**src/hw/rtl/fsc_pkg.sv**
```systemverilog
package fsc_pkg;

	localparam int NUM_MACH = 7;

	localparam int M_INT = 0;
	localparam int M_STR = 1;
	localparam int M_PTR = 2;
	localparam int M_CHR = 3;
	localparam int M_DBL = 4;
	localparam int M_LNG = 5;
	localparam int M_LLG = 6;

	localparam logic [1:0] ST_IDLE  = 2'd0;
	localparam logic [1:0] ST_PCT   = 2'd1;
	localparam logic [1:0] ST_PREC  = 2'd2;
	localparam logic [1:0] ST_LMOD  = 2'd3;
	localparam logic [1:0] ST_POUND = 2'd2;

	localparam logic [2:0] CLS_NONE = 3'd0;
	localparam logic [2:0] CLS_PTR  = 3'd3;

	localparam logic [7:0] CH_NUL     = 8'h00;
	localparam logic [7:0] CH_PCT     = 8'h25;
	localparam logic [7:0] CH_POUND   = 8'h23;
	localparam logic [7:0] CH_ELL     = 8'h6c;
	localparam logic [7:0] CH_BIG_ELL = 8'h4c;
	localparam logic [7:0] CH_X       = 8'h78;
	localparam logic [7:0] CH_BIG_X   = 8'h58;
	localparam logic [7:0] CH_S       = 8'h73;
	localparam logic [7:0] CH_BIG_S   = 8'h53;
	localparam logic [7:0] CH_DOT     = 8'h2e;
	localparam logic [7:0] CH_C       = 8'h63;
	localparam logic [7:0] CH_P       = 8'h70;
	localparam logic [7:0] CH_BIG_P   = 8'h50;
	localparam logic [7:0] CH_SPACE   = 8'h20;

	typedef struct packed {
		logic [1:0] st;
		logic       dec;
		logic       ver;
	} fsc_mach_t;

	typedef struct packed {
		fsc_mach_t [NUM_MACH-1:0] mach;
		logic [7:0]               earlier;
		logic [7:0]               lns_str;
		logic [7:0]               lns_chr;
		logic                     skip_ll;
		logic                     alt_hex;
	} fsc_state_t;

	typedef struct packed {
		logic [2:0] arg_class;
		logic       alt_hex_pointer;
	} fsc_result_t;

	function automatic logic fsc_is_space(logic [7:0] c);
		return (c == CH_SPACE) || (c inside {[8'd9:8'd13]});
	endfunction

	function automatic fsc_mach_t fsc_decide(fsc_mach_t x, logic v);
		fsc_mach_t r;
		r = x;
		r.dec = 1'b1;
		r.ver = v;
		return r;
	endfunction

	function automatic fsc_mach_t fsc_pct(fsc_mach_t x);
		fsc_mach_t r;
		r = x;
		case (x.st)
			ST_IDLE: r.st = ST_PCT;
			ST_PCT:  r.st = ST_IDLE;
			default: r = fsc_decide(x, 1'b0);
		endcase
		return r;
	endfunction

	function automatic fsc_mach_t fsc_nod(fsc_mach_t x, logic [7:0] c);
		fsc_mach_t r;
		r = x;
		if ((c == CH_DOT || (c inside {["0":"9"]})) && x.st == ST_PCT)
			r.st = ST_PREC;
		return r;
	endfunction

	function automatic fsc_state_t fsc_process(fsc_state_t s, logic [7:0] c, logic [7:0] n);
		fsc_state_t r;
		fsc_mach_t  m;
		logic       pp;
		logic       any;
		logic [7:0] e;
		r = s;
		e = s.earlier;

		m = s.mach[M_INT];
		pp = (m.st == ST_PCT) || (m.st == ST_PREC);
		if (!m.dec) begin
			if (c == CH_PCT) m = fsc_pct(m);
			else if (c == CH_ELL || c == CH_BIG_ELL) begin
				if (pp) m = fsc_decide(m, 1'b0);
			end else if (c inside {"i", "d", "o", "u"}) begin
				if (pp) m = fsc_decide(m, 1'b1);
			end else if (c == CH_X || c == CH_BIG_X) m = fsc_decide(m, e != CH_POUND);
			else if (c inside {"e", "E", "f", "F", "g", "G", "a", "A", "c", "s", "P", "n",
					"m"}) begin
				if (pp) m = fsc_decide(m, 1'b0);
			end else m = fsc_nod(m, c);
			r.mach[M_INT] = m;
		end

		m = s.mach[M_STR];
		if (!m.dec) begin
			if (c == CH_PCT) m = fsc_pct(m);
			else if (c == CH_ELL) begin
				if (m.st == ST_PCT || m.st == ST_PREC) m.st = ST_LMOD;
			end else if (c == CH_S || c == CH_BIG_S) begin
				if (m.st == ST_PCT && s.lns_str == CH_PCT) m = fsc_decide(m, 1'b1);
				else if (m.st == ST_PREC || m.st == ST_LMOD) m = fsc_decide(m, 1'b1);
				else if (n == CH_NUL) m = fsc_decide(m, 1'b0);
			end else if (c inside {"d", "i", "o", "u", "x", "X", "e", "E", "f", "F", "g",
					"G", "a", "A", "c", "P", "n", "m"}) begin
				if (m.st != ST_IDLE) m = fsc_decide(m, 1'b0);
			end else m = fsc_nod(m, c);
			if (!fsc_is_space(c)) r.lns_str = c;
			r.mach[M_STR] = m;
		end

		m = s.mach[M_PTR];
		if (!m.dec) begin
			if (c == CH_PCT) m = fsc_pct(m);
			else if (c == CH_P || c == CH_BIG_P) begin
				if (m.st == ST_PCT) begin
					r.alt_hex = 1'b0;
					m = fsc_decide(m, 1'b1);
				end
			end else if (c == CH_POUND) begin
				if (m.st == ST_PCT) m.st = ST_POUND;
			end else if (c == CH_X || c == CH_BIG_X) begin
				if (m.st == ST_POUND) begin
					r.alt_hex = 1'b1;
					m = fsc_decide(m, 1'b1);
				end else if (m.st == ST_PCT) m = fsc_decide(m, 1'b0);
			end else if (c inside {"d", "i", "o", "u", "e", "E", "f", "F", "g", "G", "a",
					"A", "s", "c", "n", "m"}) begin
				if (m.st == ST_PCT || m.st == ST_POUND) m = fsc_decide(m, 1'b0);
			end
			r.mach[M_PTR] = m;
		end

		m = s.mach[M_CHR];
		if (!m.dec) begin
			if (c == CH_PCT) m = fsc_pct(m);
			else if (c == CH_DOT) begin
				if (m.st != ST_PREC) m = fsc_nod(m, c);
			end else if (c == CH_ELL) begin
				if (m.st == ST_PCT || m.st == ST_PREC) m.st = ST_LMOD;
			end else if (c == CH_C) begin
				if (m.st == ST_PCT && s.lns_chr == CH_PCT) m = fsc_decide(m, 1'b1);
			end else if (c inside {"d", "i", "o", "u", "x", "X", "e", "E", "f", "F", "g",
					"G", "a", "A", "s", "P", "n", "m"}) begin
				if (m.st == ST_PCT || m.st == ST_PREC) m = fsc_decide(m, 1'b0);
			end else m = fsc_nod(m, c);
			if (!fsc_is_space(c) && !(c == CH_DOT && s.mach[M_CHR].st == ST_PREC))
				r.lns_chr = c;
			r.mach[M_CHR] = m;
		end

		m = s.mach[M_DBL];
		if (!m.dec) begin
			if (c == CH_PCT) m = fsc_pct(m);
			else if (c == CH_ELL) begin
				if (m.st == ST_PCT || m.st == ST_PREC) m.st = ST_LMOD;
			end else if (c inside {"e", "E", "f", "F", "g", "G"}) begin
				if (m.st != ST_IDLE) m = fsc_decide(m, 1'b1);
			end else m = fsc_nod(m, c);
			r.mach[M_DBL] = m;
		end

		m = s.mach[M_LNG];
		pp = (m.st == ST_PCT) || (m.st == ST_PREC);
		any = (m.st != ST_IDLE);
		if (!m.dec) begin
			if (c == CH_PCT) m = fsc_pct(m);
			else if (c == CH_ELL) begin
				if (n == CH_ELL) m = fsc_decide(m, 1'b0);
				else if (pp) m.st = ST_LMOD;
			end else if (c == CH_BIG_ELL) begin
				if (pp) m = fsc_decide(m, 1'b0);
			end else if (c inside {"i", "d", "o", "u"}) begin
				if (any) m = fsc_decide(m, 1'b1);
			end else if (c == CH_X || c == CH_BIG_X) m = fsc_decide(m, e != CH_POUND);
			else if (c inside {"e", "E", "f", "F", "g", "G", "a", "A", "c", "s", "P", "n",
					"m"}) begin
				if (any) m = fsc_decide(m, 1'b0);
			end else m = fsc_nod(m, c);
			r.mach[M_LNG] = m;
		end

		m = s.mach[M_LLG];
		pp = (m.st == ST_PCT) || (m.st == ST_PREC);
		if (!m.dec) begin
			if (s.skip_ll) r.skip_ll = 1'b0;
			else begin
				if (c == CH_PCT) m = fsc_pct(m);
				else if (c == CH_BIG_ELL) begin
					if (pp) m.st = ST_LMOD;
				end else if (c == CH_ELL) begin
					if (pp && n == CH_ELL) begin
						r.skip_ll = 1'b1;
						m.st = ST_LMOD;
					end
				end else if (c inside {"i", "d", "o", "u", "x", "X"}) begin
					if (m.st == ST_LMOD) m = fsc_decide(m, 1'b1);
				end else if (c inside {"e", "E", "f", "F", "g", "G", "a", "A", "c", "s", "P",
						"n", "m"}) begin
					if (pp || m.st == ST_LMOD) m = fsc_decide(m, 1'b0);
				end else m = fsc_nod(m, c);
				r.mach[M_LLG] = m;
			end
		end

		r.earlier = c;
		return r;
	endfunction

endpackage

```
**src/hw/rtl/format_spec_type_classifier_top.sv**
```systemverilog
// Classifies a printf-style conversion one byte per cycle: bytes starting at the
// percent sign enter on the input channel, the final one flagged by is_last, and
// one result per string comes out with the argument class and the alternate hex
// flag. A byte is taken every cycle while no finished result waits on the output;
// a final byte that finds the result register full and stalled is held in the input
// register and stalls the input. The final byte passes through the input register and
// then the result register, which presents the result until it transfers. Each byte
// is judged with the next byte as lookahead, so every byte but the last is held until
// its successor arrives; the final byte and the held one are resolved in the same
// cycle.
module format_spec_type_classifier_top import fsc_pkg::*; (
	input  logic       clk,
	input  logic       arst_n,
	input  logic       in_valid,
	output logic       in_stall,
	input  logic [7:0] char_code,
	input  logic       is_last,
	output logic       out_valid,
	input  logic       out_stall,
	output logic [2:0] arg_class,
	output logic       alt_hex_pointer
);

	logic        valid_s1;
	logic [7:0]  char_s1;
	logic        last_s1;
	logic        advance;
	logic        in_xfer;
	logic        out_valid_q;
	fsc_result_t res;
	fsc_result_t res_q;

	assign advance  = valid_s1 && (!last_s1 || !out_valid_q || !out_stall);
	assign in_stall = valid_s1 && !advance;
	assign in_xfer  = in_valid && !in_stall;

	always_ff @(posedge clk or negedge arst_n) begin
		if (!arst_n) begin
			valid_s1 <= 1'b0;
		end else if (in_xfer) begin
			valid_s1 <= 1'b1;
		end else if (advance) begin
			valid_s1 <= 1'b0;
		end
	end

	always_ff @(posedge clk) begin
		if (in_xfer) begin
			char_s1 <= char_code;
			last_s1 <= is_last;
		end
	end

	fsc_bank u_bank (
		.clk       (clk),
		.arst_n    (arst_n),
		.step      (advance),
		.char_code (char_s1),
		.is_last   (last_s1),
		.result    (res)
	);

	// hold the result until its transfer completes
	always_ff @(posedge clk or negedge arst_n) begin
		if (!arst_n) begin
			out_valid_q <= 1'b0;
		end else if (advance && last_s1) begin
			out_valid_q <= 1'b1;
		end else if (!out_stall) begin
			out_valid_q <= 1'b0;
		end
	end

	always_ff @(posedge clk) begin
		if (advance && last_s1) res_q <= res;
	end

	assign out_valid       = out_valid_q;
	assign arg_class       = res_q.arg_class;
	assign alt_hex_pointer = res_q.alt_hex_pointer;

endmodule

```
**src/hw/rtl/fsc_bank.sv**
```systemverilog
module fsc_bank import fsc_pkg::*; (
	input  logic        clk,
	input  logic        arst_n,
	input  logic        step,
	input  logic [7:0]  char_code,
	input  logic        is_last,
	output fsc_result_t result
);

	fsc_state_t state_q;
	fsc_state_t mid;
	fsc_state_t fin;
	logic [7:0] held_q;
	logic       held_valid_q;

	always_comb begin
		mid = held_valid_q ? fsc_process(state_q, held_q, char_code) : state_q;
		fin = fsc_process(mid, char_code, CH_NUL);
		result.arg_class = CLS_NONE;
		for (int i = NUM_MACH - 1; i >= 0; i--) begin
			if (fin.mach[i].dec && fin.mach[i].ver) result.arg_class = 3'(i + 1);
		end
		result.alt_hex_pointer = (result.arg_class == CLS_PTR) && fin.alt_hex;
	end

	always_ff @(posedge clk or negedge arst_n) begin
		if (!arst_n) begin
			state_q      <= '0;
			held_valid_q <= 1'b0;
		end else if (step) begin
			if (is_last) begin
				state_q      <= '0;
				held_valid_q <= 1'b0;
			end else begin
				state_q      <= mid;
				held_valid_q <= 1'b1;
			end
		end
	end

	always_ff @(posedge clk) begin
		if (step && !is_last) held_q <= char_code;
	end

endmodule
```
**config.mk**
```make
export PLATFORM = sky130hd
export DESIGN_NAME = format_spec_type_classifier_top
export DESIGN_NICKNAME = d
export VERILOG_FILES = /design/src/hw/rtl/fsc_pkg.sv /design/src/hw/rtl/format_spec_type_classifier_top.sv /design/src/hw/rtl/fsc_bank.sv
export SDC_FILE = /design/constraint.sdc
export NUM_CORES = 1
export LEC_CHECK = 0
export BUFFER_PORTS_ARGS = -buffer_cell sky130_fd_sc_hd__buf_2
export CAP_MARGIN = 20
export CORE_MARGIN = 3
export CORE_UTILIZATION = 57
export CTS_BUF_LIST = sky130_fd_sc_hd__clkbuf_16
export CTS_CLUSTER_SIZE = 12
export DETAILED_ROUTE_END_ITERATION = 6
export PLACE_DENSITY = 0.72
export REMOVE_ABC_BUFFERS = 1
export SLEW_MARGIN = 20
export SYNTH_ARGS = -nofsm -noshare
export SYNTH_HDL_FRONTEND = slang
export SYNTH_HIERARCHICAL = 1
export SYNTH_SLANG_ARGS = --single-unit
```
**constraint.sdc**
```tcl
create_clock -name clk -period 9.4 [get_ports clk]
set_input_delay 1.88 -clock clk [delete_from_list [all_inputs] [get_ports clk]]
set_output_delay 1.88 -clock clk [all_outputs]
set_load 0.1 [all_outputs]
```
# ---- Word-level counts from Yosys, hierarchy flattened
# Index checks and enable logic that the tools add are counted.
dict set report word_totals {
  ff_bits 78
  inputBits 13
  out_inout_bits 6
  wordCells 442
}
dict set report op_classes {
  n_lt_le_gt_ge 4
  eq_ne 93
  mux 198
  n_reduce_logical 113
}
# cell n
set op_table {}
lappend op_table {{equality test 8 x 7 -> 1 bit (second input constant)} 46}
lappend op_table {{2-to-1 mux 2 bit} 117}
lappend op_table {{2-to-1 mux 4 bit} 34}
lappend op_table {{2-to-1 mux 54 bit} 2}
lappend op_table {{equality test 8 x 6 -> 1 bit (second input constant)} 11}
lappend op_table {{nonzero test 18 bit} 4}
lappend op_table {{equality test 2 bit (second input constant)} 17}
lappend op_table {{2-to-1 mux 8 bit} 4}
lappend op_table {{nonzero test 16 bit} 2}
lappend op_table {{equality test 2 x 1 -> 1 bit (second input constant)} 14}
lappend op_table {{logical AND 1 bit} 28}
lappend op_table {{logical NOT 2 bit} 14}
lappend op_table {{logical OR 1 bit} 28}
lappend op_table {{case mux 2 bit (2 select lines)} 7}
lappend op_table {{OR reduction 2 bit} 14}
lappend op_table {{2-to-1 mux 1 bit} 27}
lappend op_table {{nonzero test 13 bit} 2}
lappend op_table {{nonzero test 6 bit} 4}
lappend op_table {{2-to-1 mux 3 bit} 7}
lappend op_table {{inequality test 8 x 6 -> 1 bit (second input constant)} 2}
lappend op_table {{nonzero test 2 bit} 7}
lappend op_table {{greater-or-equal comparator 8 x 4 -> 1 bit (second input constant)} 1}
lappend op_table {{greater-or-equal comparator 8 x 6 -> 1 bit (second input constant)} 1}
lappend op_table {{<= comparator 8 x 4 -> 1 bit (second input constant)} 1}
lappend op_table {{other kinds (7)} 14}

# ---- Logic depth before layout (Yosys ltp)
dict set report depth {
  word_depth 34
  ltp_mapped 18
  ltp_nobuf 15
}

# ---- Cells and area by module
# Netlist, hierarchy kept.
# mod instances cells_each area_each_um2 seq_area_each_um2
set by_module_without_submodules {}
lappend by_module_without_submodules {fsc_bank 1 614 5323.9 1616.6}
lappend by_module_without_submodules {format_spec_type_classifier_top 1 25 489.2 440.4}

# ---- Least setup slack after synthesis
# No wires, ideal clock.
dict set report synth_timing {
  path_kind {input port to output port}
  from {input port out_stall}
  to {output port in_stall}
  arrival_ns 2.653
  required_ns 7.520
  slack_ns 4.867
  cell_stages 2
  path_buffers 0
  path_cell_list {nand4_1 inv_1}
}
dict set report synth_between {
  elab_chain_len 5
}
# element line
set synth_lines {}
lappend synth_lines {{from (decl)} format_spec_type_classifier_top.sv:19} ;# input logic out_stall,
lappend synth_lines {{logical NOT 1 bit} n/a}
lappend synth_lines {{logical OR 1 bit} format_spec_type_classifier_top.sv:33} ;# assign advance = valid_s1 && (!last_s1 || !out_valid_q || !out_stall);
lappend synth_lines {{logical AND 1 bit} format_spec_type_classifier_top.sv:33}
lappend synth_lines {{logical NOT 1 bit} format_spec_type_classifier_top.sv:34} ;# assign in_stall = valid_s1 && !advance;
lappend synth_lines {{logical AND 1 bit} format_spec_type_classifier_top.sv:34}
lappend synth_lines {{to (decl)} format_spec_type_classifier_top.sv:15} ;# output logic in_stall,
# No other way between the ends.

==> results.cfg <==
[pwr]
ir_drop_v = 0.0000916
p_int_mw = 0.614
sw_frac_of_total = 0.316
p_comb_frac = 0.180
p_clk_frac = 0.362
power_frac_seq = 0.457
p_switching_mw = 0.283
p_leak_nw = 2.45
power.density_mw_per_mm2 = 144

[clock_tree]
htreeDepth = 3
cts-buffers-inserted = 9
cts_sinks = 78
post_cts_buffers = 0
postCtsResizedCells = 0
clk_pin_slew_ps = 70
cts_tree = built
clock_latency_ps = 350
root_buffer = clkbuf_16
holdBufCountCts = 0
clockBufferDepth = 2

[timing]
timing.fmax_mhz = 214
fin_crit_ps = 4680
rsz0062_at_grt = false
worst_pin_slew_ps = 1100
setup_viol = 0
hold_violations = 0
maxSlewViolCount = 0
tns_ps = 0
relSlewSlack = 0.267
fin_crit_sh = 0.498
skew_ps = 10.6
timing.final.ws_setup_ps = 4720
whs_ps = 517

[critical_path]
critPathRequiredTime_ps = 9560
crit_slowest_cell = edfxtp_1
worstReg2RegEnd = alt_hex_pointer
cp_top_family = simple AND/OR/NAND/NOR gates
arrival_ps = 4840
crit_path_max_incr_delay_ps = 750
rr_startpoint = u_bank/held_q[4]
crit_buf_inv = 2
r2r_cells = 14
cp-start-kind = flip-flop
path_cells = nor4b_2, nand2_1, a21oi_1, o21ai_0, a21oi_1, inv_1, ha_1, nor3_1, nor2_1, o21bai_1, nor3_1, o32ai_4, inv_2, a2111oi_4
path_class = reg2reg
reg2reg_slack_ps = 4720
cp_max_fo = 30
startpoint = u_bank/held_q[4]
cp-end-kind = flip-flop

[drt]
drc = 0
postRouteWirelength_mm = 16.4
wl_per_cell_um = 21.2
drt_iter0_markers = 467
vias = 5397
vias_per_cell = 6.99
first_pass_iters = 7
detail-route-antenna-nets = 0

[floorplan]
fp.dieW_um = 107
die_y_um = 107
dieArea_sq_mm = 0.0114
coreArea_sq_mm = 0.00986
rows = 36
ios = 19
start_util = 0.589

[grt]
grt_pass1_vias = 5237
grt_antenna_before_repair = 0
grt_pass1_wl_mm = 26.4
grt_max_degree = 58
grt_remaining_overflow = 0
gr-usage-all-layers = 0.294

[yosys]
synth_warnings = 6
ys.flop_type = dfrtp_1
synth_mux_area_frac = 0.00904
synth-xor-area-share = 0.00151
synth_fa_ha_area_frac = 0.0603
syn-cell-area_sq_mm = 0.00581
synth.avg_cell_area_sq_um = 9.10
synth.ff_latch_count = 78
synthesis.instances = 639
synth_edf_count = 21
synth_cell_types = 82
synthSimpleGateAreaFrac = 0.230
synth-compound-area-share = 0.296
synthArstFlopShare = 0.731
synth_top_family_by_area = compound AO/OA/AOI/OAI gates
ys_seq_area_frac = 0.354

[finish]
fin_nets = 675
diodes = 0
layout_common_cells = dfrtp_1, nand2_1, nor2_1
drive_gt1_frac = 0.106
stdcell_count = 772
layout_commonest_cell = dfrtp_1
nFillCells = 829
syn2layout_area_growth_pct = 7.19

[min_path]
hold_path_end = u_bank/state_q[4]
whs_path_depth = 1
min_from = u_bank/state_q[4]
hold_class = reg2reg

[place]
port_buffers = 18
finalWeightedCongestion = 0.932
dp_hpwl_mm = 11.2
pre_cts_slack_ps = 4760
dp_cells = 756

[run_status]
outcome = completed

[run]
maxCapViolCount = 0
==> sequential cells by signal (all words and copies together), names as in the netlist, 3 cells and up <==
register / count
char_s1: 8
u_bank/held_q: 8
u_bank/state_q: 54
arg_class: 3
==> metrics by stage <==
stage	area, sq um	util	total power, mW
2_1_floorplan	5640	-	0.521
3_3_place_gp	5960	0.604	0.569
3_5_place_dp	5960	0.604	0.575
4_1_cts	6230	0.632	0.899
5_1_grt	6230	0.632	0.934
6_report	6230	0.632	0.896
==> final cells by class <==
cell class / count / area (sq um) / share of cell area
Inverter: 30 / 113 / 0.0181
Multi-Input combinational cell: 490 / 3480 / 0.558
Tap cell: 133 / 166 / 0.0267
Timing Repair Buffer: 25 / 143 / 0.0229
Sequential cell: 78 / 2060 / 0.330
Clock inverter: 7 / 50.0 / 0.00803
Clock buffer: 9 / 225 / 0.0361
==> power groups by stage <==
stage | logic [mW] | clock network [mW] | registers, mW
final | 0.162 | 0.325 | 0.410
after global placement | 0.155 | 0 | 0.414
after detailed placement | 0.160 | 0 | 0.415
after global routing | 0.177 | 0.343 | 0.415
after floorplan | 0.101 | 0 | 0.419
after CTS | 0.160 | 0.330 | 0.409
==> Yosys cell counts (all sizes together) (5+ instances only) <==
cell	number	area (sq um)
nand4	6	37.5
nor3	11	55.1
a21o	6	45.0
a22oi	19	143
or3	5	31.3
inv	29	109
edfxtp	21	631
o31ai	7	52.6
and3	14	87.6
o21ai	21	105
o211ai	6	45.0
nor4	14	87.6
nand2b	16	100
ha	28	350
or2	5	33.8
o2bb2ai	33	289
nor4b	7	73.8
a31oi	17	106
clkbuf	25	93.8
o22ai	13	81.3
dfrtp	57	1430
a21oi	35	179
buf	16	78.8
nor2	36	138
a211oi	5	37.5
nor2b	10	62.6
and3b	5	43.8
nand2	43	161
o21a	6	45.0
nor3b	7	52.6
o32ai	6	71.3
nand3	15	75.1
a21boi	9	67.6
==> routing by layer <==
metal | GRT usage | share of wire | up-vias
li1 | - | - | 2479
met1 | 0.389 | 0.43 | 2630
met2 | 0.473 | 0.46 | 247
met3 | 0.0349 | 0.070 | 41
met4 | 0.157 | 0.038 | 0
met5 | 0 | 0 | -
==> logic make-up (layout without fill, tap and decap cells) <==
kind of cell / after synthesis / count (layout)
XOR/XNOR: 1 / 1
AND/OR/NAND/NOR: 226 / 226
buffers and inverters: 71 / 71
adder cells (fa/ha/maj): 28 / 28
multiplexers: 5 / 5
AO/OA/AOI/OAI: 230 / 230
flip-flops: 78 / 78
==> worst register-to-register path: cells and delay by family, from the launching register on <==
family	cells	cell delay [ps]
flops	1	750
fa+ha+maj	1	310
compound gates	6	1560
buf+inv	2	150
simple gates	5	1730
==> worst max-delay path by stage <==
stage | to | slack (ps) | cells after the start
floorplan | in_stall | 4870 | 2
global placement | in_stall | 4900 | 4
detailed placement | alt_hex_pointer | 4760 | 14
CTS | alt_hex_pointer | 4750 | 14
global route | alt_hex_pointer | 4310 | 14
finish | alt_hex_pointer | 4720 | 14
Note: power is estimated with default switching activity, not from simulation.
